`src/rtl/core/rsca_ram.sv`:
```
module rsca_ram #(
    parameter int AW = 4,
    parameter int DW = 8
) (
    input  logic          i_clk,
    input  logic          i_we,
    input  logic [AW-1:0] i_waddr,
    input  logic [DW-1:0] i_wdata,
    input  logic          i_re,
    input  logic [AW-1:0] i_raddr,
    output logic [DW-1:0] o_rdata
);
    logic [DW-1:0] r_mem [2**AW];

    always_ff @(posedge i_clk) begin
        if (i_we) begin
            r_mem[i_waddr] <= i_wdata;
        end
    end

    always_ff @(posedge i_clk) begin
        if (i_re) begin
            o_rdata <= r_mem[i_raddr];
        end
    end
endmodule

```
`config.mk`:
```
export PLATFORM = sky130hd
export DESIGN_NAME = rsca_ram
export DESIGN_NICKNAME = d
export VERILOG_FILES = /design/src/rtl/core/rsca_ram.sv
export SDC_FILE = /design/constraint.sdc
export NUM_CORES = 1
export LEC_CHECK = 0
export BUFFER_PORTS_ARGS = -buffer_cell sky130_fd_sc_hd__buf_4
export CELL_PAD_IN_SITES_DETAIL_PLACEMENT = 2
export CELL_PAD_IN_SITES_GLOBAL_PLACEMENT = 2
export CORE_ASPECT_RATIO = 0.7
export CORE_UTILIZATION = 43
export DETAILED_ROUTE_END_ITERATION = 10
export PLACE_DENSITY_LB_ADDON = 0.1
export SYNTH_ARGS = -nofsm -noshare
export SYNTH_HDL_FRONTEND = slang
export SYNTH_SLANG_ARGS = --single-unit
```
`constraint.sdc`:
```
create_clock -name i_clk -period 2 [get_ports i_clk]
set_clock_uncertainty 0.15 [all_clocks]
set_input_delay 0.3 -clock i_clk [delete_from_list [all_inputs] [get_ports i_clk]]
set_output_delay 0.3 -clock i_clk [all_outputs]
set_load 0.02 [all_outputs]
```
==> results.md <==
- Avg WL per Cell: 29.6 um
- Most used DFF post-synth: edfxtp_1
- Area grow syn2layout: 21.6%
- Crit-path leading delay family: multiplexers
- Cell Area, Synth: 5230 sq um
- Cells after Synth: 229
- Worst VDD drop: 0.690 mV
- Max-cap violations: 0
- # diodes: 0
- Layout cells sized above 1: 31.4%
- Number of DRC markers in iteration 0: 175
- Die ar.: 12600 sq um
- Dpl cells: 424
- Layout fillers: 994
- Core area: 11800 sq um
- Initial core utilization: 44.4%
- CP max stage cell: mux4_1
- Post-CTS resize count: 0
- Crit path DAT: 1.72 ns
- Worst-Margin Slew: 0.827 ns
- CTS Buf Count: 17
- Most common cell after layout, fill and taps aside: edfxtp_1
- Drt drc: 0
- Post-layout minimum cycle time: 1.72 ns
- Hold Fails Final Rpt: 0
- Final TNS setup: 0 ns
- CTS root buffer: clkbuf_16
- Fmax: 581 MHz
- Reg-to-reg startpoint: r_mem[4][0]$_DFFE_PP_
- Die H: 94.3 um
- Num rows: 33
- Post-CTS setup repair buffer count: 0
- Worst hold path class: input pin to flip-flop
- Fin. max-slew vios: 0
- Final Setup Violations: 0
- Largest net degree at the start of global routing: 24
- Period utilization: 86.0%
- CTS sink count: 136
- Buffer depth of the longest clock path: 2
- DR vias/cell: 5.73
- Post-DP HPWL: 8660 um
- I/O pin count: 27
- Final wirelength: 13500 um
- Post-synth EDFFs: 136
- PD cells: 1080 nW/um^2
- Most frequent cells in the layout: 136 x edfxtp_1, 44 x buf_4, 18 x mux4_2
- Layout Nets: 305
- Area of the multi-input gates: 1060 sq um
- First-pass GRT wire length: 19500 um
- GRT overflow: 0
- CP Capture Type: flip-flop
- Post-synthesis async set-or-reset flop share: 0%
- Avg Cell Area, Syn: 22.8 sq um
- Total power: 0.00686 W
- Startpoint types: flip-flop
- CP startpoint: r_mem[4][0]$_DFFE_PP_
- Vias in the first global route: 2886
- Distinct cells, synth: 18
- Max H-tree Level: 4
- Crit path buf inv count: 0
- Status: completed
- Final hold slack: 0.0449 ns
- Largest stage delay, worst path: 0.55 ns
- Final Instance Count excl. Fillers: 456
- # port buffers: 26
- Post-route ant nets: 0
- # hold bufs at CTS: 0
- RSZ-0062 raised after global routing: no
- CTS tree: built
- Total track usage: 23.7%
- Die width: 134 um
- YS warnings: 0
- LEAKAGE: 2.15 nW
- Antenna violations before repair: 0
- First-pass DRT Iterations: 4
- Total number of vias: 2611
- CP required: 2.00 ns
- Synthesis-stage register bit count: 136
- Critical path, cell by cell: mux4_1 > a22oi_1 > nand2_1
- Sequential share of the synthesized area: 78.1%
- Max FO, Critical Path: 1
- Later-pin clock latency in the skew report: 0.42 ns
- Synth Net Count: 248
- Critical path class: flip-flop to flip-flop
- Slew headroom: 44.8%
- GP Congestion: 0.709
- Reg clk slew, reported paths: 0.06 ns
- Sequential Area: 4080 sq um
- Hold Startpoint: i_wdata[2]
==> synthesized netlist by cell type (all sizes together) (2+ instances only) <==
library cell	count	area, sq um
edfxtp	136	4080
mux4	32	773
a22oi	16	120
nor2	13	48.8
nand2	9	33.8
buf	7	56.3
nor3	4	20.0
clkdlybuf4s25	3	30.0
nand2b	2	12.5
nand3b	2	15.0
==> registers in the layout, summed over array words and instances (netlist names) <==
signal   cells
o_rdata      8
r_mem      128
==> layer usage <==
metal / up-vias / track usage [%] / share of wire (%)
li1: 1097 / - / -
met1: 1387 / 31.7 / 44
met2: 106 / 38.3 / 49
met3: 21 / 5.56 / 5.4
met4: 0 / 8.43 / 1.6
met5: - / 0 / 0
==> report_power, final <==
part	internal, W	total (W)	leakage, nW	switching (W)
Clock	0.00206	0.00326	0.283	0.00120
Combinational	0.000153	0.000356	0.629	0.000203
Sequential	0.00321	0.00324	1.24	0.0000272
Total	0.00543	0.00686	2.15	0.00143
==> cell families after synthesis <==
group / Yosys count / share of synthesized area [%]
multiplexers: 32 / 14.8
AO/OA/AOI/OAI: 16 / 2.30
flip-flops: 136 / 78.1
AND/OR/NAND/NOR: 35 / 3.14
buffers and inverters: 10 / 1.65
==> area by class of cell <==
cell class	instances	share of cell area [%]
well taps	157	3.09
clock inverters	15	2.87
multi-input cells	83	16.6
clock buffers	17	6.69
flip-flops and latches	136	64.3
repair buffers	48	6.46
==> through the flow <==
stage	util (%)	setup WS [ns]	cell area, sq um
3_3_place_gp	48.8	0.0452	5750
3_5_place_dp	48.8	-0.0494	5750
2_1_floorplan	-	0.0571	5230
6_report	54.0	0.280	6360
5_1_grt	54.0	0.237	6360
4_1_cts	54.0	0.267	6360
==> path summary, 6_finish.rpt <==
path	end	slack, ns	depth (start not counted)
setup / recovery	o_rdata[0]$_DFFE_PP_	0.28	3
hold / removal	r_mem[12][2]$_DFFE_PP_	0.04	1
setup reg to reg	o_rdata[0]$_DFFE_PP_	0.28	3
hold reg to reg	o_rdata[2]$_DFFE_PP_	0.61	3
No activity file was read; power rests on OpenSTA's default activity.
